`src/mcts_pkg.sv`:
```
// Shared types and fixed widths for the mip chain texture size block.
// Depends on nothing; the top level refers to it by scoped names.
`default_nettype none

package mcts_pkg;

  localparam int unsigned LenW   = 36;  // byte length result
  localparam int unsigned SumW   = 30;  // any mip chain sum fits below 2^30
  localparam int unsigned DimW   = 13;  // width and height fields
  localparam int unsigned MulW   = 32;  // shared multiplier operand width
  localparam int unsigned RecipSh = 30; // reciprocal scale for the face alignment

  localparam logic [1:0] DimsVol = 2'd3;
  localparam logic [1:0] DimsTwo = 2'd2;

  typedef enum logic [10:0] {
    S_IDLE  = 11'b000_0000_0001,
    S_LIN   = 11'b000_0000_0010,
    S_LEVEL = 11'b000_0000_0100,
    S_FLUSH = 11'b000_0000_1000,
    S_ALQ   = 11'b000_0001_0000,
    S_ALM   = 11'b000_0010_0000,
    S_ALR   = 11'b000_0100_0000,
    S_ALF   = 11'b000_1000_0000,
    S_CUBE  = 11'b001_0000_0000,
    S_DEPTH = 11'b010_0000_0000,
    S_OUT   = 11'b100_0000_0000
  } state_e;

endpackage : mcts_pkg

`default_nettype wire

```
`src/mip_chain_texture_size.sv`:
```
// Texture size calculator: one descriptor beat in, one byte length beat out.
// Uses mcts_pkg for the sequencer state type and fixed widths.
//
// Usage: drive one descriptor on the input channel (in_valid_i, in_stall_o);
// the byte length appears on the output channel (out_valid_o, out_stall_i).
// in_stall_o is high from the accepted beat until the result has moved into
// the output register, so one descriptor is in work at a time.
// Sequencer states from acceptance to out_valid_o:
//   linear layout:        S_LIN, S_OUT
//   dims below 2:         S_OUT
//   swizzled mip chain:   S_LEVEL once per saturated level, S_FLUSH, S_ALQ,
//   S_ALM, S_ALR, S_ALF and S_CUBE if cube, S_DEPTH if three dims,
// then S_OUT. One shared 32x32 multiplier does all products but the cube's
// times six (shifts and an add): one mip level per cycle, then the face
// alignment remainder (two products through a reciprocal of FACE_ALIGN) and
// the depth product. The output register frees the sequencer: the next
// descriptor is accepted while a finished length waits for a stalled
// receiver, and it is held in the sequencer until the output frees up.
// Reset clears the sequencer to idle and drops out_valid_o.
`default_nettype none

module mip_chain_texture_size #(
  parameter int unsigned FACE_ALIGN = 128,
  parameter int unsigned MAX_LEVELS = 13
) (
  input  wire logic        clk_i,
  input  wire logic        rst_ni,
  input  wire logic        in_valid_i,
  output logic             in_stall_o,
  input  wire logic        is_linear_i,
  input  wire logic        is_compressed_i,
  input  wire logic        small_blocks_i,
  input  wire logic [2:0]  texel_bytes_i,
  input  wire logic [12:0] base_width_i,
  input  wire logic [12:0] base_height_i,
  input  wire logic [9:0]  base_depth_i,
  input  wire logic [15:0] line_stride_i,
  input  wire logic [3:0]  level_count_i,
  input  wire logic        is_cube_i,
  input  wire logic [1:0]  dims_i,
  output logic             out_valid_o,
  input  wire logic        out_stall_i,
  output logic [35:0]      byte_length_o
);

  localparam int unsigned LvlW  = $clog2(MAX_LEVELS + 1);
  localparam int unsigned AlW   = $clog2(FACE_ALIGN + 1);
  localparam int unsigned RW    = AlW + 1;
  localparam logic [30:0] Recip = 31'((64'd1 << mcts_pkg::RecipSh) / FACE_ALIGN);
  localparam logic [RW-1:0] AlignR = RW'(FACE_ALIGN);

  mcts_pkg::state_e state_q, state_d;

  logic [12:0]           w_q, h_q;
  logic [2:0]            bpp_q;
  logic                  comp_q, small_q, cube_q, dim3_q;
  logic [9:0]            depth_q;
  logic [15:0]           pitch_q;
  logic [LvlW-1:0]       cnt_q;
  logic [mcts_pkg::SumW-1:0] term_q, aux_q;
  logic [mcts_pkg::LenW-1:0] len_q;
  logic [RW-1:0]         r_q;
  logic                  out_valid_q;
  logic [mcts_pkg::LenW-1:0] out_q;

  logic                  in_acc, out_load;
  logic [LvlW-1:0]       lvl_sat;
  logic [31:0]           mul_a, mul_b;
  logic [63:0]           mul_p;
  logic [13:0]           w_up, h_up;
  logic [15:0]           bh_blk, hb;
  logic [12:0]           w_half, h_half;
  logic [RW-1:0]         r_fix, pad;

  assign in_stall_o    = (state_q != mcts_pkg::S_IDLE);
  assign in_acc        = in_valid_i && !in_stall_o;
  assign out_load      = (state_q == mcts_pkg::S_OUT) && (!out_valid_q || !out_stall_i);
  assign out_valid_o   = out_valid_q;
  assign byte_length_o = out_q;

  assign lvl_sat = ({1'b0, level_count_i} > 5'(MAX_LEVELS)) ? LvlW'(MAX_LEVELS)
                                                            : LvlW'(level_count_i);

  // level operands: 4x4 block counts or texel counts scaled by bytes per pixel
  assign w_up   = 14'(w_q) + 14'd3;
  assign h_up   = 14'(h_q) + 14'd3;
  assign bh_blk = small_q ? {1'b0, h_up[13:2], 3'b000} : {h_up[13:2], 4'b0000};
  assign hb     = ({16{bpp_q[0]}} & 16'(h_q))
                + ({16{bpp_q[1]}} & (16'(h_q) << 1))
                + ({16{bpp_q[2]}} & (16'(h_q) << 2));
  assign w_half = w_q >> 1;
  assign h_half = h_q >> 1;

  // shared multiplier operand select
  always_comb begin
    mul_a = '0;
    mul_b = '0;
    unique case (state_q)
      mcts_pkg::S_LIN: begin
        mul_a = 32'(h_q);
        mul_b = 32'(pitch_q);
      end
      mcts_pkg::S_LEVEL: begin
        mul_a = comp_q ? 32'(w_up[13:2]) : 32'(w_q);
        mul_b = comp_q ? 32'(bh_blk) : 32'(hb);
      end
      mcts_pkg::S_ALQ: begin
        mul_a = 32'(len_q[mcts_pkg::SumW-1:0]);
        mul_b = 32'(Recip);
      end
      mcts_pkg::S_ALM: begin
        mul_a = 32'(aux_q);
        mul_b = 32'(FACE_ALIGN);
      end
      mcts_pkg::S_DEPTH: begin
        mul_a = len_q[mcts_pkg::MulW-1:0];
        mul_b = 32'(depth_q);
      end
      default: begin
        mul_a = '0;
        mul_b = '0;
      end
    endcase
  end

  assign mul_p = 64'(mul_a) * 64'(mul_b);

  // remainder is below twice the alignment: one correction, then pad to the boundary
  assign r_fix = (r_q >= AlignR) ? (r_q - AlignR) : r_q;
  assign pad   = (r_fix != '0) ? (AlignR - r_fix) : '0;

  always_comb begin
    state_d = state_q;
    unique case (state_q)
      mcts_pkg::S_IDLE: begin
        if (in_acc) begin
          if (is_linear_i) begin
            state_d = mcts_pkg::S_LIN;
          end else if (dims_i < mcts_pkg::DimsTwo) begin
            state_d = mcts_pkg::S_OUT;
          end else if (lvl_sat == '0) begin
            state_d = mcts_pkg::S_FLUSH;
          end else begin
            state_d = mcts_pkg::S_LEVEL;
          end
        end
      end
      mcts_pkg::S_LIN:   state_d = mcts_pkg::S_OUT;
      mcts_pkg::S_LEVEL: begin
        if (cnt_q == LvlW'(1)) begin
          state_d = mcts_pkg::S_FLUSH;
        end
      end
      mcts_pkg::S_FLUSH: begin
        priority if (cube_q) begin
          state_d = mcts_pkg::S_ALQ;
        end else if (dim3_q) begin
          state_d = mcts_pkg::S_DEPTH;
        end else begin
          state_d = mcts_pkg::S_OUT;
        end
      end
      mcts_pkg::S_ALQ:   state_d = mcts_pkg::S_ALM;
      mcts_pkg::S_ALM:   state_d = mcts_pkg::S_ALR;
      mcts_pkg::S_ALR:   state_d = mcts_pkg::S_ALF;
      mcts_pkg::S_ALF:   state_d = mcts_pkg::S_CUBE;
      mcts_pkg::S_CUBE:  state_d = dim3_q ? mcts_pkg::S_DEPTH : mcts_pkg::S_OUT;
      mcts_pkg::S_DEPTH: state_d = mcts_pkg::S_OUT;
      mcts_pkg::S_OUT: begin
        if (out_load) begin
          state_d = mcts_pkg::S_IDLE;
        end
      end
      default: state_d = mcts_pkg::S_IDLE;
    endcase
  end

  always_ff @(posedge clk_i or negedge rst_ni) begin
    if (!rst_ni) begin
      state_q     <= mcts_pkg::S_IDLE;
      out_valid_q <= 1'b0;
    end else begin
      state_q <= state_d;
      if (out_load) begin
        out_valid_q <= 1'b1;
      end else if (!out_stall_i) begin
        out_valid_q <= 1'b0;
      end
    end
  end

  always_ff @(posedge clk_i) begin
    if (out_load) begin
      out_q <= len_q;
    end
    unique case (state_q)
      mcts_pkg::S_IDLE: begin
        if (in_acc) begin
          w_q     <= (base_width_i == '0) ? 13'd1 : base_width_i;
          h_q     <= (is_linear_i || base_height_i != '0) ? base_height_i : 13'd1;
          bpp_q   <= texel_bytes_i;
          comp_q  <= is_compressed_i;
          small_q <= small_blocks_i;
          cube_q  <= is_cube_i;
          dim3_q  <= (dims_i == mcts_pkg::DimsVol);
          depth_q <= base_depth_i;
          pitch_q <= line_stride_i;
          cnt_q   <= lvl_sat;
          term_q  <= '0;
          len_q   <= '0;
        end
      end
      mcts_pkg::S_LIN: len_q <= mul_p[mcts_pkg::LenW-1:0];
      mcts_pkg::S_LEVEL: begin
        // accumulate the previous level while this one is multiplied
        term_q <= mul_p[mcts_pkg::SumW-1:0];
        len_q  <= len_q + mcts_pkg::LenW'(term_q);
        w_q    <= (w_half == '0) ? 13'd1 : w_half;
        h_q    <= (h_half == '0) ? 13'd1 : h_half;
        cnt_q  <= cnt_q - LvlW'(1);
      end
      mcts_pkg::S_FLUSH: len_q <= len_q + mcts_pkg::LenW'(term_q);
      mcts_pkg::S_ALQ:   aux_q <= mul_p[mcts_pkg::RecipSh +: mcts_pkg::SumW];
      mcts_pkg::S_ALM:   aux_q <= mul_p[mcts_pkg::SumW-1:0];
      mcts_pkg::S_ALR: begin
        r_q <= RW'(len_q[mcts_pkg::SumW-1:0] - aux_q);
      end
      mcts_pkg::S_ALF:   len_q <= len_q + mcts_pkg::LenW'(pad);
      mcts_pkg::S_CUBE:  len_q <= (len_q << 2) + (len_q << 1);
      mcts_pkg::S_DEPTH: begin
        // saturate lengths that do not fit the result field
        len_q <= (mul_p[63:mcts_pkg::LenW] != '0) ? '1 : mul_p[mcts_pkg::LenW-1:0];
      end
      mcts_pkg::S_OUT: begin
      end
      default: begin
      end
    endcase
  end

  a_rem_bound: assert property (@(posedge clk_i) disable iff (!rst_ni)
    state_q == mcts_pkg::S_ALF |-> 32'(r_q) < 2 * FACE_ALIGN)
    else $error("alignment remainder out of range");

  a_sum_bound: assert property (@(posedge clk_i) disable iff (!rst_ni)
    state_q == mcts_pkg::S_ALQ |-> len_q[mcts_pkg::LenW-1:mcts_pkg::SumW] == '0)
    else $error("mip chain sum exceeds the reciprocal range");

  a_level_cnt: assert property (@(posedge clk_i) disable iff (!rst_ni)
    state_q == mcts_pkg::S_LEVEL |-> cnt_q != '0)
    else $error("level loop running with no levels left");

  a_accept_busy: assert property (@(posedge clk_i) disable iff (!rst_ni)
    in_acc |=> state_q != mcts_pkg::S_IDLE)
    else $error("accepted beat did not start the sequencer");

  a_out_load: assert property (@(posedge clk_i) disable iff (!rst_ni)
    out_load |=> out_valid_q && state_q == mcts_pkg::S_IDLE)
    else $error("result load did not free the sequencer");

endmodule : mip_chain_texture_size

`default_nettype wire

```
`config.mk`:
```
export PLATFORM = sky130hd
export DESIGN_NAME = mip_chain_texture_size
export DESIGN_NICKNAME = d
export VERILOG_FILES = /design/src/mcts_pkg.sv /design/src/mip_chain_texture_size.sv
export SDC_FILE = /design/constraint.sdc
export NUM_CORES = 2
export LEC_CHECK = 0
export ABC_AREA = 1
export BUFFER_PORTS_ARGS = -buffer_cell sky130_fd_sc_hd__buf_2
export CAP_MARGIN = 20
export CORE_ASPECT_RATIO = 1.5
export CORE_UTILIZATION = 55
export DETAILED_ROUTE_END_ITERATION = 10
export MAX_ROUTING_LAYER = met4
export PLACE_DENSITY = 0.71
export SYNTH_ARGS = -nofsm -noshare
export SYNTH_HDL_FRONTEND = slang
export SYNTH_SLANG_ARGS = --single-unit
export TNS_END_PERCENT = 100
```
`constraint.sdc`:
```
create_clock -name clk_i -period 19.5 [get_ports clk_i]
set_clock_uncertainty 0.2 [all_clocks]
set_input_delay 2.925 -clock clk_i [delete_from_list [all_inputs] [get_ports clk_i]]
set_output_delay 2.925 -clock clk_i [all_outputs]
set_load 0.01 [all_outputs]
```
==> impl_metrics.toml <==
[status]
outcome = "complete, no violations"

[routing]
drtPass1Iterations = 6
drt_iter0_drc = 2554
drt-total-wl_mm = 116
vias_per_cell = 5.50
antenna_left = 0
vias = 31000
wl_per_cell_um = 20.6
drc_errors = 0

[critical_path]
worstSetupEndpointType = "flip-flop"
reg2reg_slack_ns = 8.32
path_class = "flip-flop to flip-flop"
slowest_stage = "edfxtp_1"
r2r_cells = 44
cp-start-kind = "flip-flop"
rr_startpoint = "bpp_q[2]$_DFFE_PP_"
crit_fanout = 30
crit_arrival_ns = 11.26
reg2reg_to = "len_q[7]$_SDFFCE_PN0P_"
required_ns = 19.59
max_stage_delay_ns = 0.63

[cts]
hold_buffers = 0
clkSlewWorstSetupHoldPaths_ns = 0.07
clk_latency_ns = 0.57
htreeDepth = 1
cts_sinks = 216
cts.repair.resized = 0
cts-root-buf = "clkbuf_16"
cts_buffers = 26
cts_tree = "yes"
cts_buffer_depth = 3
cts_setup_buffers = 0

[die]
core.rowCount = 113
initial_core_util = 0.555
dieWidth_um = 208
die-area_mm2 = 0.0648
die_h_um = 311
pin_count = 107
core_mm2 = 0.0632

[job]
cap_violations = 0

[synthesis]
syn_inst = 4608
avgSynthCellArea_um2 = 7.61
ys_seq_area_frac = 0.183
syn_area_mm2 = 0.0351
async_flop_share = 0.0556
yosys_register_bits = 216
ys.flop_type = "edfxtp_1"
yosysUniqueCellTypes = 65
synth_edf_count = 204
ys_warn_count = 0

[grt]
grt_util_all_layers = 0.377
grt_start_max_net_pins = 67
antenna_found_initial = 2
grt_pass1_vias = 31800
grt-ovfl-total = 0
grt_pass1_wl_mm = 180

[worst_hold_path]
min_to = "state_q[4]$_DFFE_PN0P_"
hold_start = "cube_q$_DFFE_PP_"
hold_class = "flip-flop to flip-flop"
whs_path_depth = 2

[timing]
period_minus_slack_ns = 11.18
rsz0062_at_grt = "no"
setup_viol = 0
hold_slack_ns = 0.304
fin_crit_sh = 0.573
tightest_slew_ns = 1.09
slew_headroom = 0.266
fmax_mhz = 89.5
hold_viol = 0
slew_violations = 0
setup_tns_ns = 0

[pwr]
power_density_mw_per_mm2 = 136
ir_drop_mv = 0.111
p_leak_nw = 19.8
total_power_mw = 5.16

[place]
port_buffers = 106
hpwlAfterDp_mm = 96.3
place_congestion = 1.05

[layout]
fill_cells = 6013
synthToLayoutAreaGrowth_pct = 7.80
drive_gt1_frac = 0.0630
utilization = 0.598
multi_input_area_mm2 = 0.0244
final-seq-area_mm2 = 0.00643
num-nets-final = 5618
[critical path: cells and delay by family, from the launching register on]
family / cells / cell delay (ns)
and+or+nand+nor: 20 / 3.07
adders and majority gates: 11 / 4.96
DFF: 1 / 0.63
buffers and inverters: 8 / 1.07
AOI/OAI and AO/OA: 4 / 0.73
xor gates and xnor gates: 1 / 0.17
[layout make-up]
cell class	instances	share of cell area
Clock buffer	33	0.0193
Tap cell	805	0.0266
Multi-Input combinational cell	3288	0.646
Antenna cell	2	0.000132
Timing Repair Buffer	156	0.0240
Inverter	1115	0.111
Sequential cell	216	0.170
Clock inverter	15	0.00308
[cell usage in the layout (no fill, tap or decap), types with 11 or more instances in the layout]
master and count:
edfxtp_1 204, nor3_1 37, a21o_1 11, a22oi_1 18, o22ai_1 17, xor2_1 45, clkbuf_16 27, a21oi_1 210
nand2_1 1144, nor2_2 19, a221oi_1 11, dfrtp_1 11, buf_2 106, o21bai_1 11, inv_2 14, a31oi_1 23
clkinv_1 20, nand3_2 14, conb_1 114, buf_4 50, fa_1 457, ha_1 289, or2_2 22, nor4_1 20
inv_1 1082, nand4_1 36, o21ai_0 159, nor2_1 379, nand3_1 127, xnor2_1 15
[cell families after synthesis]
group	Yosys count	share of synthesized area
buffers and inverters	1216	0.134
flip-flops	216	0.183
AO/OA/AOI/OAI	523	0.0862
multiplexers	2	0.000571
XOR/XNOR	60	0.0150
other	2	0.000214
adder cells (fa/ha/maj)	746	0.364
AND/OR/NAND/NOR	1843	0.217
[per-layer routing]
layer | part of all wire | GRT usage
met4 | 0.072 | 0.215
met3 | 0.061 | 0.0389
met2 | 0.49 | 0.641
met1 | 0.38 | 0.433
met5 | 0 | -
[flip-flops by register name, summed over array words and instances (netlist names), 10 cells and up]
| register | cells |
|---|---|
| byte_length_o | 36 |
| len_q | 36 |
| aux_q | 30 |
| term_q | 30 |
| pitch_q | 16 |
| h_q | 13 |
| w_q | 13 |
| state_q | 11 |
| depth_q | 10 |
[metrics by stage]
stage	area (um2)	setup WS, ns	std cells
floorplan	35500	10.18	4720
global placement	37000	8.49	5580
detailed placement	37000	8.40	5580
CTS	37800	8.35	5628
global route	37800	7.67	5630
finish	37800	8.32	5630
[synth_stat cells, drive strengths merged, types with 22 or more instances]
cell       n  area, um2
ha       289       3620
xor2      45        394
nor3      41        225
or2       22        138
nor2     403       1580
nand3    141        776
fa       457       9150
inv     1096       4110
a31oi     26        181
clkbuf    39        146
edfxtp   204       6130
nand2   1155       4370
a21oi    211       1060
nand4     36        225
o21ai    166        835
buf       62        353
[worst max path at each step]
stage | start | slack (ns) | endpoint
after floorplan | bpp_q[0]$_DFFE_PP_ | 10.18 | len_q[11]$_SDFFCE_PN0P_
after global placement | bpp_q[2]$_DFFE_PP_ | 8.49 | len_q[12]$_SDFFCE_PN0P_
after detailed placement | bpp_q[2]$_DFFE_PP_ | 8.40 | len_q[7]$_SDFFCE_PN0P_
after CTS | bpp_q[2]$_DFFE_PP_ | 8.35 | len_q[1]$_SDFFCE_PN0P_
after global routing | bpp_q[2]$_DFFE_PP_ | 7.67 | len_q[5]$_SDFFCE_PN0P_
final | bpp_q[2]$_DFFE_PP_ | 8.32 | len_q[7]$_SDFFCE_PN0P_
[power by group]
part / internal, mW / switching, mW / leakage (nW) / total, mW
clock network: 0.269 / 0.219 / 0.410 / 0.488
logic: 1.12 / 2.59 / 17.3 / 3.71
registers: 0.760 / 0.203 / 2.09 / 0.963
Note: power is estimated with default switching activity, not from simulation.
